## src/design/s256sh_pkg.sv

```systemverilog
// Package for the streaming SHA-256 engine: word types, control structures,
// the round constant table and the initial hash values.
// Used by s256sh_dp, s256sh_ctrl and sha256_stream_hash_top; depends on nothing.
package s256sh_pkg;

    localparam int unsigned BLOCK_BYTES = 64;
    localparam int unsigned FILL_W      = 7;
    localparam logic [FILL_W-1:0] FILL_FULL   = 7'd64;
    localparam logic [FILL_W-1:0] FILL_LENGTH = 7'd56;
    localparam logic [31:0] PAD_WORD = 32'h8000_0000;
    localparam logic [2:0]  WORD_BYTES = 3'd4;
    localparam logic [2:0]  LAST_DIGEST_INDEX = 3'd7;

    // One input word: up to four message bytes, first byte in the top bits.
    typedef struct packed {
        logic [31:0] data_word;
        logic [2:0]  valid_bytes;
        logic        last_item;
    } msg_item_t;

    // One output word of the digest.
    typedef struct packed {
        logic [31:0] digest_word;
        logic [2:0]  word_index;
        logic        last_word;
    } digest_item_t;

    // Where the bytes of an append come from.
    typedef enum logic [2:0] {
        SRC_MSG   = 3'd0,
        SRC_PAD80 = 3'd1,
        SRC_ZERO  = 3'd2,
        SRC_LENH  = 3'd3,
        SRC_LENL  = 3'd4
    } src_sel_t;

    // Commands from the controller to the datapath.
    typedef struct packed {
        logic       load_item;
        logic       append;
        src_sel_t   src;
        logic       comp_start;
        logic       round;
        logic       comp_end;
        logic       out_load;
        logic       msg_end;
        logic [5:0] cnt;
    } cmd_t;

    // Status from the datapath to the controller.
    typedef struct packed {
        logic full;
        logic fill_at_length;
        logic msg_done;
        logic last_item;
        logic out_free;
    } status_t;

    function automatic logic [31:0] round_const(input logic [5:0] idx);
        logic [31:0] k;
        unique case (idx)
            6'd0:  k = 32'h428a2f98;
            6'd1:  k = 32'h71374491;
            6'd2:  k = 32'hb5c0fbcf;
            6'd3:  k = 32'he9b5dba5;
            6'd4:  k = 32'h3956c25b;
            6'd5:  k = 32'h59f111f1;
            6'd6:  k = 32'h923f82a4;
            6'd7:  k = 32'hab1c5ed5;
            6'd8:  k = 32'hd807aa98;
            6'd9:  k = 32'h12835b01;
            6'd10: k = 32'h243185be;
            6'd11: k = 32'h550c7dc3;
            6'd12: k = 32'h72be5d74;
            6'd13: k = 32'h80deb1fe;
            6'd14: k = 32'h9bdc06a7;
            6'd15: k = 32'hc19bf174;
            6'd16: k = 32'he49b69c1;
            6'd17: k = 32'hefbe4786;
            6'd18: k = 32'h0fc19dc6;
            6'd19: k = 32'h240ca1cc;
            6'd20: k = 32'h2de92c6f;
            6'd21: k = 32'h4a7484aa;
            6'd22: k = 32'h5cb0a9dc;
            6'd23: k = 32'h76f988da;
            6'd24: k = 32'h983e5152;
            6'd25: k = 32'ha831c66d;
            6'd26: k = 32'hb00327c8;
            6'd27: k = 32'hbf597fc7;
            6'd28: k = 32'hc6e00bf3;
            6'd29: k = 32'hd5a79147;
            6'd30: k = 32'h06ca6351;
            6'd31: k = 32'h14292967;
            6'd32: k = 32'h27b70a85;
            6'd33: k = 32'h2e1b2138;
            6'd34: k = 32'h4d2c6dfc;
            6'd35: k = 32'h53380d13;
            6'd36: k = 32'h650a7354;
            6'd37: k = 32'h766a0abb;
            6'd38: k = 32'h81c2c92e;
            6'd39: k = 32'h92722c85;
            6'd40: k = 32'ha2bfe8a1;
            6'd41: k = 32'ha81a664b;
            6'd42: k = 32'hc24b8b70;
            6'd43: k = 32'hc76c51a3;
            6'd44: k = 32'hd192e819;
            6'd45: k = 32'hd6990624;
            6'd46: k = 32'hf40e3585;
            6'd47: k = 32'h106aa070;
            6'd48: k = 32'h19a4c116;
            6'd49: k = 32'h1e376c08;
            6'd50: k = 32'h2748774c;
            6'd51: k = 32'h34b0bcb5;
            6'd52: k = 32'h391c0cb3;
            6'd53: k = 32'h4ed8aa4a;
            6'd54: k = 32'h5b9cca4f;
            6'd55: k = 32'h682e6ff3;
            6'd56: k = 32'h748f82ee;
            6'd57: k = 32'h78a5636f;
            6'd58: k = 32'h84c87814;
            6'd59: k = 32'h8cc70208;
            6'd60: k = 32'h90befffa;
            6'd61: k = 32'ha4506ceb;
            6'd62: k = 32'hbef9a3f7;
            6'd63: k = 32'hc67178f2;
        endcase
        return k;
    endfunction

    function automatic logic [31:0] init_hash(input logic [2:0] idx);
        logic [31:0] h;
        unique case (idx)
            3'd0: h = 32'h6a09e667;
            3'd1: h = 32'hbb67ae85;
            3'd2: h = 32'h3c6ef372;
            3'd3: h = 32'ha54ff53a;
            3'd4: h = 32'h510e527f;
            3'd5: h = 32'h9b05688c;
            3'd6: h = 32'h1f83d9ab;
            3'd7: h = 32'h5be0cd19;
        endcase
        return h;
    endfunction

endpackage

```

## src/design/s256sh_dp.sv

```systemverilog
// Datapath of the streaming SHA-256 engine: block shift register, fill and
// byte counters, chaining value, round registers and the output register.
// Depends on s256sh_pkg; driven by commands from s256sh_ctrl.
module s256sh_dp (
    input  logic                     clk,
    input  logic                     rst_n,
    input  s256sh_pkg::msg_item_t    msg,
    input  s256sh_pkg::cmd_t         cmd,
    output s256sh_pkg::status_t      status,
    input  logic                     digest_stall,
    output logic                     digest_valid,
    output s256sh_pkg::digest_item_t digest
);

    function automatic logic [31:0] rotr(input logic [31:0] x, input int unsigned n);
        return (x >> n) | (x << (32 - n));
    endfunction

    function automatic logic [31:0] bsig0(input logic [31:0] x);
        return rotr(x, 2) ^ rotr(x, 13) ^ rotr(x, 22);
    endfunction

    function automatic logic [31:0] bsig1(input logic [31:0] x);
        return rotr(x, 6) ^ rotr(x, 11) ^ rotr(x, 25);
    endfunction

    function automatic logic [31:0] ssig0(input logic [31:0] x);
        return rotr(x, 7) ^ rotr(x, 18) ^ (x >> 3);
    endfunction

    function automatic logic [31:0] ssig1(input logic [31:0] x);
        return rotr(x, 17) ^ rotr(x, 19) ^ (x >> 10);
    endfunction

    // The block is a byte shift line: new bytes enter at the bottom, so after
    // sixty-four bytes the first byte sits in the top byte. During the rounds
    // the same register shifts by one word per cycle as the schedule window.
    logic [511:0]                  blk_reg, blk_next, blk_shifted;
    logic [s256sh_pkg::FILL_W-1:0] fill_reg, fill_next;
    logic [63:0]                   total_reg, total_next;
    logic [31:0]                   pend_word_reg, pend_word_next, pend_shifted;
    logic [2:0]                    pend_cnt_reg, pend_cnt_next;
    logic                          last_reg, last_next;
    logic [7:0][31:0]              h_reg, h_next;
    logic [7:0][31:0]              v_reg, v_next;
    s256sh_pkg::digest_item_t      out_reg, out_next;
    logic                          out_valid_reg, out_valid_next;

    logic [s256sh_pkg::FILL_W-1:0] space, zero_target, zero_gap;
    logic [2:0]                    msg_n, zero_n, app_n, cnt_sat;
    logic [31:0]                   src_word;
    logic [63:0]                   len_bits;
    logic [31:0]                   w_t, w_new, t1, t2, ch, maj;

    assign cnt_sat  = (msg.valid_bytes > s256sh_pkg::WORD_BYTES) ?
                      s256sh_pkg::WORD_BYTES : msg.valid_bytes;
    assign space    = s256sh_pkg::FILL_FULL - fill_reg;
    assign msg_n    = ({4'b0, pend_cnt_reg} <= space) ? pend_cnt_reg : space[2:0];
    assign zero_target = (fill_reg > s256sh_pkg::FILL_LENGTH) ?
                         s256sh_pkg::FILL_FULL : s256sh_pkg::FILL_LENGTH;
    assign zero_gap = zero_target - fill_reg;
    assign zero_n   = (zero_gap > 7'd4) ? s256sh_pkg::WORD_BYTES : zero_gap[2:0];
    assign len_bits = {total_reg[60:0], 3'b000};

    always_comb
    begin
        case (cmd.src)
            s256sh_pkg::SRC_MSG:
            begin
                src_word = pend_word_reg;
                app_n    = msg_n;
            end
            s256sh_pkg::SRC_PAD80:
            begin
                src_word = s256sh_pkg::PAD_WORD;
                app_n    = 3'd1;
            end
            s256sh_pkg::SRC_ZERO:
            begin
                src_word = 32'h0;
                app_n    = zero_n;
            end
            s256sh_pkg::SRC_LENH:
            begin
                src_word = len_bits[63:32];
                app_n    = s256sh_pkg::WORD_BYTES;
            end
            s256sh_pkg::SRC_LENL:
            begin
                src_word = len_bits[31:0];
                app_n    = s256sh_pkg::WORD_BYTES;
            end
            default:
            begin
                src_word = 32'h0;
                app_n    = 3'd0;
            end
        endcase
    end

    always_comb
    begin
        case (app_n)
            3'd0:    blk_shifted = blk_reg;
            3'd1:    blk_shifted = {blk_reg[503:0], src_word[31:24]};
            3'd2:    blk_shifted = {blk_reg[495:0], src_word[31:16]};
            3'd3:    blk_shifted = {blk_reg[487:0], src_word[31:8]};
            default: blk_shifted = {blk_reg[479:0], src_word};
        endcase
        case (msg_n)
            3'd0:    pend_shifted = pend_word_reg;
            3'd1:    pend_shifted = {pend_word_reg[23:0], 8'h0};
            3'd2:    pend_shifted = {pend_word_reg[15:0], 16'h0};
            3'd3:    pend_shifted = {pend_word_reg[7:0], 24'h0};
            default: pend_shifted = 32'h0;
        endcase
    end

    // One round and one schedule step per cycle.
    assign w_t   = blk_reg[511:480];
    assign w_new = ssig1(blk_reg[63:32]) + blk_reg[223:192] + ssig0(blk_reg[479:448]) + w_t;
    assign ch    = (v_reg[4] & v_reg[5]) ^ (~v_reg[4] & v_reg[6]);
    assign maj   = (v_reg[0] & v_reg[1]) ^ (v_reg[0] & v_reg[2]) ^ (v_reg[1] & v_reg[2]);
    assign t1    = v_reg[7] + bsig1(v_reg[4]) + ch + s256sh_pkg::round_const(cmd.cnt) + w_t;
    assign t2    = bsig0(v_reg[0]) + maj;

    always_comb
    begin
        fill_next      = fill_reg;
        total_next     = total_reg;
        pend_word_next = pend_word_reg;
        pend_cnt_next  = pend_cnt_reg;
        last_next      = last_reg;
        blk_next       = blk_reg;
        v_next         = v_reg;
        h_next         = h_reg;
        out_next       = out_reg;
        out_valid_next = out_valid_reg && digest_stall;

        if (cmd.load_item)
        begin
            pend_word_next = msg.data_word;
            pend_cnt_next  = cnt_sat;
            last_next      = msg.last_item;
            total_next     = total_reg + {61'b0, cnt_sat};
        end
        if (cmd.append)
        begin
            blk_next  = blk_shifted;
            fill_next = fill_reg + {4'b0, app_n};
            if (cmd.src == s256sh_pkg::SRC_MSG)
            begin
                pend_word_next = pend_shifted;
                pend_cnt_next  = pend_cnt_reg - msg_n;
            end
        end
        if (cmd.comp_start)
        begin
            v_next = h_reg;
        end
        if (cmd.round)
        begin
            v_next[7] = v_reg[6];
            v_next[6] = v_reg[5];
            v_next[5] = v_reg[4];
            v_next[4] = v_reg[3] + t1;
            v_next[3] = v_reg[2];
            v_next[2] = v_reg[1];
            v_next[1] = v_reg[0];
            v_next[0] = t1 + t2;
            blk_next  = {blk_reg[479:0], w_new};
        end
        if (cmd.comp_end)
        begin
            for (int i = 0; i < 8; i++)
            begin
                h_next[i] = h_reg[i] + v_reg[i];
            end
            fill_next = '0;
        end
        if (cmd.out_load)
        begin
            out_next.digest_word = h_reg[cmd.cnt[2:0]];
            out_next.word_index  = cmd.cnt[2:0];
            out_next.last_word   = (cmd.cnt[2:0] == s256sh_pkg::LAST_DIGEST_INDEX);
            out_valid_next       = 1'b1;
        end
        if (cmd.msg_end)
        begin
            for (int i = 0; i < 8; i++)
            begin
                h_next[i] = s256sh_pkg::init_hash(3'(i));
            end
            fill_next  = '0;
            total_next = '0;
        end
    end

    always_ff @(posedge clk or negedge rst_n)
    begin
        if (!rst_n)
        begin
            fill_reg      <= '0;
            total_reg     <= '0;
            pend_cnt_reg  <= '0;
            last_reg      <= 1'b0;
            out_valid_reg <= 1'b0;
            for (int i = 0; i < 8; i++)
            begin
                h_reg[i] <= s256sh_pkg::init_hash(3'(i));
            end
        end
        else
        begin
            fill_reg      <= fill_next;
            total_reg     <= total_next;
            pend_cnt_reg  <= pend_cnt_next;
            last_reg      <= last_next;
            out_valid_reg <= out_valid_next;
            h_reg         <= h_next;
        end
    end

    always_ff @(posedge clk)
    begin
        blk_reg       <= blk_next;
        pend_word_reg <= pend_word_next;
        v_reg         <= v_next;
        out_reg       <= out_next;
    end

    assign status.full           = (fill_reg == s256sh_pkg::FILL_FULL);
    assign status.fill_at_length = (fill_reg == s256sh_pkg::FILL_LENGTH);
    assign status.msg_done       = ({4'b0, pend_cnt_reg} <= space);
    assign status.last_item      = last_reg;
    assign status.out_free       = !out_valid_reg || !digest_stall;

    assign digest_valid = out_valid_reg;
    assign digest       = out_reg;

    a_fill_range: assert property (@(posedge clk) disable iff (!rst_n)
        fill_reg <= s256sh_pkg::FILL_FULL)
        else $error("block fill count above one block");

    a_pend_range: assert property (@(posedge clk) disable iff (!rst_n)
        pend_cnt_reg <= s256sh_pkg::WORD_BYTES)
        else $error("pending byte count above one word");

    a_comp_end_full: assert property (@(posedge clk) disable iff (!rst_n)
        cmd.comp_end |-> fill_reg == s256sh_pkg::FILL_FULL)
        else $error("compression finished on a block that was not full");

endmodule

```

## src/design/s256sh_ctrl.sv

```systemverilog
// Controller of the streaming SHA-256 engine: one-hot state machine that
// sequences byte appends, padding, the 64 rounds and the digest read-out.
// Depends on s256sh_pkg; drives s256sh_dp through cmd_t and reads status_t.
module s256sh_ctrl (
    input  logic                clk,
    input  logic                rst_n,
    input  logic                msg_valid,
    output logic                msg_stall,
    input  s256sh_pkg::status_t status,
    output s256sh_pkg::cmd_t    cmd
);

    typedef enum logic [9:0] {
        ST_IDLE  = 10'b00_0000_0001,
        ST_MSG   = 10'b00_0000_0010,
        ST_P80   = 10'b00_0000_0100,
        ST_ZERO  = 10'b00_0000_1000,
        ST_LENH  = 10'b00_0001_0000,
        ST_LENL  = 10'b00_0010_0000,
        ST_DONE  = 10'b00_0100_0000,
        ST_ROUND = 10'b00_1000_0000,
        ST_CUPD  = 10'b01_0000_0000,
        ST_OUT   = 10'b10_0000_0000
    } state_t;

    state_t     state_reg, state_next;
    state_t     ret_reg, ret_next;
    logic [5:0] cnt_reg, cnt_next;

    always_comb
    begin
        cmd        = '0;
        cmd.src    = s256sh_pkg::SRC_MSG;
        cmd.cnt    = cnt_reg;
        state_next = state_reg;
        ret_next   = ret_reg;
        cnt_next   = cnt_reg;
        msg_stall  = (state_reg != ST_IDLE);

        unique case (state_reg) inside
            ST_IDLE:
            begin
                if (msg_valid)
                begin
                    cmd.load_item = 1'b1;
                    state_next    = ST_MSG;
                end
            end
            ST_MSG, ST_P80, ST_ZERO, ST_DONE:
            begin
                if (status.full)
                begin
                    // A full block is compressed before anything else moves.
                    cmd.comp_start = 1'b1;
                    ret_next       = state_reg;
                    cnt_next       = '0;
                    state_next     = ST_ROUND;
                end
                else if (state_reg == ST_MSG)
                begin
                    cmd.append = 1'b1;
                    cmd.src    = s256sh_pkg::SRC_MSG;
                    if (status.msg_done)
                    begin
                        state_next = status.last_item ? ST_P80 : ST_IDLE;
                    end
                end
                else if (state_reg == ST_P80)
                begin
                    cmd.append = 1'b1;
                    cmd.src    = s256sh_pkg::SRC_PAD80;
                    state_next = ST_ZERO;
                end
                else if (state_reg == ST_ZERO)
                begin
                    if (status.fill_at_length)
                    begin
                        state_next = ST_LENH;
                    end
                    else
                    begin
                        cmd.append = 1'b1;
                        cmd.src    = s256sh_pkg::SRC_ZERO;
                    end
                end
                else
                begin
                    cnt_next   = '0;
                    state_next = ST_OUT;
                end
            end
            ST_LENH:
            begin
                cmd.append = 1'b1;
                cmd.src    = s256sh_pkg::SRC_LENH;
                state_next = ST_LENL;
            end
            ST_LENL:
            begin
                cmd.append = 1'b1;
                cmd.src    = s256sh_pkg::SRC_LENL;
                state_next = ST_DONE;
            end
            ST_ROUND:
            begin
                cmd.round = 1'b1;
                cnt_next  = cnt_reg + 6'd1;
                if (cnt_reg == 6'd63)
                begin
                    state_next = ST_CUPD;
                end
            end
            ST_CUPD:
            begin
                cmd.comp_end = 1'b1;
                state_next   = ret_reg;
            end
            ST_OUT:
            begin
                if (status.out_free)
                begin
                    cmd.out_load = 1'b1;
                    cnt_next     = cnt_reg + 6'd1;
                    if (cnt_reg[2:0] == s256sh_pkg::LAST_DIGEST_INDEX)
                    begin
                        cmd.msg_end = 1'b1;
                        cnt_next    = '0;
                        state_next  = ST_IDLE;
                    end
                end
            end
            default:
            begin
                state_next = ST_IDLE;
            end
        endcase
    end

    always_ff @(posedge clk or negedge rst_n)
    begin
        if (!rst_n)
        begin
            state_reg <= ST_IDLE;
            ret_reg   <= ST_IDLE;
            cnt_reg   <= '0;
        end
        else
        begin
            state_reg <= state_next;
            ret_reg   <= ret_next;
            cnt_reg   <= cnt_next;
        end
    end

    a_append_room: assert property (@(posedge clk) disable iff (!rst_n)
        cmd.append |-> !status.full)
        else $error("append issued into a full block");

    a_cupd_clears: assert property (@(posedge clk) disable iff (!rst_n)
        state_reg == ST_CUPD |=> !status.full)
        else $error("block still full after compression");

    a_out_room: assert property (@(posedge clk) disable iff (!rst_n)
        cmd.out_load |-> status.out_free)
        else $error("digest word loaded over an unread word");

    a_accept_to_msg: assert property (@(posedge clk) disable iff (!rst_n)
        msg_valid && !msg_stall |=> state_reg == ST_MSG)
        else $error("accepted word not taken into the append step");

endmodule

```

## src/design/sha256_stream_hash_top.sv

```systemverilog
// Streaming SHA-256 engine, top level. A non-final word is accepted, then
// appended; each full 64-byte block is then compressed by the single shared
// round unit (one round per cycle), while msg_stall holds off further words.
// After the final word the padding is appended, spilling into an extra block
// when needed, and the eight digest words then follow.
// Reset (rst_n, asynchronous, active low) loads the initial hash values.
module sha256_stream_hash_top (
    input  logic                     clk,
    input  logic                     rst_n,
    input  logic                     msg_valid,
    output logic                     msg_stall,
    input  s256sh_pkg::msg_item_t    msg,
    output logic                     digest_valid,
    input  logic                     digest_stall,
    output s256sh_pkg::digest_item_t digest
);

    // The controller decides what happens each cycle; the datapath holds all
    // message state. They talk only through these two structures.
    s256sh_pkg::cmd_t    cmd;
    s256sh_pkg::status_t status;

    // Sequencing: a word is accepted only in the idle state, its bytes are
    // appended in the append state, and a block that fills is compressed
    // before more bytes go in. The final word triggers the 0x80 byte,
    // zero fill and the 64-bit bit length, then the digest read-out.
    s256sh_ctrl u_ctrl (
        .clk       (clk),
        .rst_n     (rst_n),
        .msg_valid (msg_valid),
        .msg_stall (msg_stall),
        .status    (status),
        .cmd       (cmd)
    );

    // The datapath keeps the block as a byte shift line that doubles as the
    // message schedule window, and drives the digest through an output
    // register, so the next message word can be taken while the last digest
    // word still waits downstream.
    s256sh_dp u_dp (
        .clk          (clk),
        .rst_n        (rst_n),
        .msg          (msg),
        .cmd          (cmd),
        .status       (status),
        .digest_stall (digest_stall),
        .digest_valid (digest_valid),
        .digest       (digest)
    );

endmodule

```

## config.mk

```make
export PLATFORM = sky130hd
export DESIGN_NAME = sha256_stream_hash_top
export DESIGN_NICKNAME = d
export VERILOG_FILES = /design/src/design/s256sh_pkg.sv /design/src/design/s256sh_dp.sv /design/src/design/s256sh_ctrl.sv /design/src/design/sha256_stream_hash_top.sv
export SDC_FILE = /design/constraint.sdc
export NUM_CORES = 2
export LEC_CHECK = 0
export ABC_CLOCK_PERIOD_IN_PS = 20200
export BUFFER_PORTS_ARGS = -buffer_cell sky130_fd_sc_hd__buf_2
export CAP_MARGIN = 30
export CORE_UTILIZATION = 55
export DETAILED_ROUTE_END_ITERATION = 8
export GPL_TIMING_DRIVEN = 1
export PLACE_DENSITY = 0.74
export SYNTH_ARGS = -nofsm -noshare
export SYNTH_HDL_FRONTEND = slang
export SYNTH_SLANG_ARGS = --single-unit
```

## constraint.sdc

```tcl
create_clock -name clk -period 20.2 [get_ports clk]
set_input_delay 2.02 -clock clk [delete_from_list [all_inputs] [get_ports clk]]
set_output_delay 2.02 -clock clk [all_outputs]
set_load 0.02 [all_outputs]
```

; ---- After elaboration in Yosys (flattened, before gate mapping)
; Memory sizes are Yosys's and may differ from the RTL's.
; Index checks and enable logic that the tools add are counted.
[classes]
order_cmp = 5
bitwise_logic = 27
n_reduce_logical = 19
n_eq_ne = 36
add_sub_neg = 24
muxes = 62
[op_table]
columns = cell, count
row1 = 512-bit one-hot mux with 4 select lines, 1
row2 = 256-bit 2-to-1 mux, 4
row3 = 512-bit 2-to-1 mux, 2
row4 = 32-bit adder, 18
row5 = 32-bit XOR, 9
row6 = 32-bit one-hot mux with 4 select lines, 2
row7 = 32-bit AND, 5
row8 = 32-bit 2-to-1 mux, 4
row9 = 64-bit 2-to-1 mux, 2
row10 = 10-bit 2-to-1 mux, 10
row11 = 32-bit binary-select mux with 3-bit select, 1
row12 = 10-bit one-hot mux with 7 select lines, 1
row13 = 64-bit by 3-bit adder with 64-bit output, 1
row14 = 6-bit 2-to-1 mux, 6
row15 = 32-bit NOT, 1
row16 = 10-bit by 32-bit OR with 32-bit output, 1
row17 = 13-bit by 32-bit OR with 32-bit output, 1
row18 = 14-bit by 32-bit OR with 32-bit output, 1
row19 = 15-bit by 32-bit OR with 32-bit output, 1
row20 = 19-bit by 32-bit OR with 32-bit output, 1
row21 = 21-bit by 32-bit OR with 32-bit output, 1
row22 = 25-bit by 32-bit OR with 32-bit output, 1
row23 = 26-bit by 32-bit OR with 32-bit output, 1
row24 = 30-bit by 32-bit OR with 32-bit output, 1
row25 = 53 further kinds, 97
[totals]
n_memories = 1
out_inout_bits = 38
inputBits = 40
elab_cells = 203
reg_bits = 1194
romBits = 2048
[memory_table]
columns = memory, words, word_bits, read_ports, rd_clocked_by_memory_dff, wr, line
row1 = (no name shown), 64, 32, 1, 0, 0, s256sh_pkg.sv:61  ; unique case (idx)

; ---- Depth between registers and ports, before layout
[logic_depth]
ltp_word = 14
mapped_depth = 41
depth_no_buf = 38

; ---- Cells and area by module
; A second synthesis with hierarchy kept.
[unflattened]
hier_cells = 10258
hier_area_um2 = 90599.4
[modules_own_cells]
columns = module, area_per_inst_um2, instances, seq_area_each_um2, cells_per_inst
row1 = s256sh_dp, 89052.9, 1, 33507.1, 10104
row2 = s256sh_ctrl, 1546.5, 1, 653.1, 154

; ---- Worst setup path before layout
; Ideal clock, no wire load.
[synth_timing]
kind = register to register
start = reg u_dp.fill_reg[0] (netlist name)
end = reg u_dp.v_reg[0] (netlist name), enable pin
path_buffers = 1
setup_ns = 1.227
period_less_slack_ns = 20.539
t_arrival_ns = 19.313
required_time_ns = 18.973
path_slack_ns = -0.339
path_stages_with_launch = 7
cell_sequence = dfrtp_1 -> inv_1 -> ha_1 -> nand2b_4 -> or4_1 -> buf_2 -> o21ai_0
[synth_between]
elab_chain_cells = 4
[synth_lines]
columns = item, line
row1 = from (decl), s256sh_dp.sv:39  ; logic [s256sh_pkg::FILL_W-1:0] fill_reg, fill_next;
row2 = from (signal assigned), s256sh_dp.sv:215  ; fill_reg <= fill_next;
row3 = 7-bit equality test, s256sh_dp.sv:232  ; assign status.full = (fill_reg == s256sh_pkg::FILL_FULL);
row4 = 1-bit 2-to-1 mux, s256sh_ctrl.sv:51  ; if (status.full)
row5 = 1-bit 2-to-1 mux, s256sh_ctrl.sv:40  ; unique case (state_reg) inside
row6 = 2-bit nonzero test (no source line), n/a
row7 = to (signal assigned), s256sh_dp.sv:228  ; v_reg <= v_next;
row8 = to (decl), s256sh_dp.sv:45  ; logic [7:0][31:0] v_reg, v_next;
; No other way between the ends.
; A chain may end at the register's enable or synchronous reset.

==> impl_metrics.py <==
metrics = {
    "run_status": {
        "status": "finished, violations left",
        "violations": "DRC",
    },
    "cts": {
        "clkLatencyLatePin_ns": 0.82,
        "cts_tree": "yes",
        "cts-root-buf": "clkbuf_16",
        "clk_pin_slew_ns": 0.06,
        "numCtsBuffers": 142,
        "postCtsSetupBuffers": 0,
        "hold_buffers": 0,
        "cts.sinks": 1191,
        "cts_resized": 0,
        "ctsHtreeMaxLevel": 4,
        "clk_path_buf_depth": 3,
    },
    "routing": {
        "viasPerCell": 6.43,
        "routed-wl-met2_mm": 124,
        "via_count": 79600,
        "highest-signal-layer": "met5",
        "drc_errors": 2,
        "route.met3.wl_mm": 34.5,
        "met1_length_mm": 117,
        "ant_nets": 0,
        "wirelength_mm": 291,
        "firstDrtPassIters": 9,
        "dr.first_iter.drc_count": 11200,
        "wl_per_cell_microns": 23.5,
    },
    "timing": {
        "finalWorstSetupSlack_ns": 8.76,
        "drv_slew": 0,
        "rsz0062_at_grt": "no",
        "finalHoldViolCount": 0,
        "tns_ns": 0,
        "finalSetupViolations": 0,
        "finalCritPeriodShare_pct": 56.6,
        "slew_headroom_pct": 15.3,
        "max_freq_mhz": 87.4,
        "fin_crit_ns": 11.44,
        "worstMarginPinSlew_ns": 1.27,
        "fin_skew_ns": 0.0334,
    },
    "yosys": {
        "yosysSeqAreaShare_pct": 38.2,
        "synth-main-ff-cell": "edfxtp_1",
        "yosysWarningCount": 0,
        "synth-edff-count": 836,
        "syn_area_per_cell_sq_um": 8.53,
        "ys_types": 105,
        "ys_ff_latch": 1191,
        "synth_largest_area_cell": "edfxtp_1",
        "yosys-top-cells-area": "edfxtp_1, a21oi_1, nand2_1",
        "async_flop_share_pct": 29.8,
        "synth_top_area_share_pct": 28.0,
        "synth_area_sq_um": 89500,
        "syn_inst": 10500,
        "synth_nets": 11100,
    },
    "setup_path": {
        "cp_slowest_cell": "dfrtp_4",
        "max_stage_delay_ns": 1.04,
        "start_kind": "flop",
        "worstSetupPathType": "reg -> reg",
        "reg2reg_depth": 36,
        "timing.critical_path.mode_cell": "o21ai_0",
        "path_buf_inv": 4,
        "worstPathRequired_ns": 20.75,
        "cp_top_family": "compound AO/OA/AOI/OAI gates",
        "worstSetupPathDepth": 36,
        "crit_path_max_fanout": 52,
        "arrival_ns": 11.99,
        "end_kind": "flop",
    },
    "power": {
        "powerDensity_nw_per_um2": 160,
        "peakVddDrop_uv": 251,
        "leakagePower_nw": 39.0,
    },
    "floorplanning": {
        "num_rows": 147,
        "dieWidth_microns": 405,
        "start_util_pct": 55.6,
        "pin_count": 78,
        "coreArea_sq_um": 161000,
        "die_h_microns": 405,
        "dieArea_sq_um": 164000,
    },
    "global_route": {
        "grt_max_degree": 287,
        "track_usage_pct": 34.6,
        "grt_overflow_total": 0,
        "grt_pass1_vias": 73000,
        "antenna_found_initial": 4,
        "grt_pass1_wl_mm": 439,
    },
    "place": {
        "place.detailed.hpwl_mm": 202,
        "pre_cts_ws_ns": 9.03,
        "gp_congestion": 1.01,
        "port_buffers": 77,
    },
    "cells_and_area": {
        "final_common_cell": "nand2_1",
        "syn_to_final_growth_pct": 6.52,
        "largest_register_ffs": 512,
        "drive_gt1_share_pct": 7.24,
        "fill_cells": 14000,
        "finalNetCount": 10700,
        "final_cell_mix": "nand2_1, a21oi_1, nor2_1",
    },
    "min_path": {
        "min_path_cells": 1,
        "min_path_type": "reg -> reg",
    },
    "flow_run": {
        "cap_violations": 0,
    },
}
## cells by family after synthesis
| group | Yosys count | synth area share (%) |
|---|---|---|
| compound gates | 3248 | 20.8 |
| buf+inv | 1006 | 4.79 |
| flops | 1191 | 38.2 |
| fa+ha+maj | 632 | 10.4 |
| xor+xnor | 619 | 6.06 |
| simple gates | 3642 | 17.0 |
| mux | 155 | 2.80 |
## cell usage after synthesis, types with 198 or more instances
master and count:
a21oi_1 1944, ha_1 408, xnor2_1 396, dfrtp_1 217, nor2_1 916, nand2_1 2054, xor2_1 223, o21ai_0 510
inv_1 260, edfxtp_1 836, clkbuf_1 415, fa_1 198, buf_2 225
## worst register-to-register path, delay by kind of cell (launching register included)
| family | cells | cell delay [ns] |
|---|---|---|
| XOR/XNOR | 2 | 0.40 |
| adder cells (fa/ha/maj) | 8 | 3.40 |
| AND/OR/NAND/NOR | 4 | 0.86 |
| flip-flops | 1 | 1.04 |
| AO/OA/AOI/OAI | 18 | 4.59 |
| buffers and inverters | 4 | 0.84 |
## routing by layer
metal,vias up,GRT usage (%)
li1,36200,-
met1,38300,48.7
met2,4419,50.1
met3,699,8.29
met4,2,15.9
met5,-,0
## stage by stage
step                hold slack, ns  utilization [%]  total power, mW  cells  cell area (sq um)
floorplan                    0.442                -             10.4  10500              89500
global placement             0.454             56.0             12.1  12100              90300
detailed placement           0.463             56.2             12.4  12100              90500
CTS                          0.468             59.1             15.0  12400              95100
global route                 0.496             59.2             16.2  12400              95400
finish                       0.468             59.2             15.3  12400              95400
## report_power, final
group	switching [mW]	leakage [nW]	total [mW]	internal, mW
registers	0.616	12.1	4.05	3.43
logic	5.42	24.7	8.59	3.18
clock network	1.12	2.26	2.61	1.50
## area by class of cell
| class | count | area [sq um] | area share (%) |
|---|---|---|---|
| well taps | 2160 | 2700 | 2.83 |
| repair buffers | 200 | 1690 | 1.78 |
| diodes | 1 | 2.50 | 0.00262 |
| clock buffers | 209 | 4080 | 4.28 |
| flip-flops and latches | 1191 | 34200 | 35.8 |
| clock inverters | 54 | 541 | 0.567 |
| inverters | 263 | 995 | 1.04 |
| multi-input cells | 8296 | 51200 | 53.7 |
## path summary, 6_finish.rpt
path	startpoint	end	slack, ns
min reg2reg	u_ctrl.ret_reg[3]	u_ctrl.state_reg[3]	0.47
max	u_ctrl.cnt_reg[1]	u_dp.v_reg[30]	8.76
min in group asynchronous	rst_n	u_dp.h_reg[190]	1.18
max in group asynchronous	rst_n	u_dp.h_reg[33]	16.05
max reg2reg	u_ctrl.cnt_reg[1]	u_dp.v_reg[30]	8.76
min	u_ctrl.ret_reg[3]	u_ctrl.state_reg[3]	0.47
(Power assumes the default switching activity.)
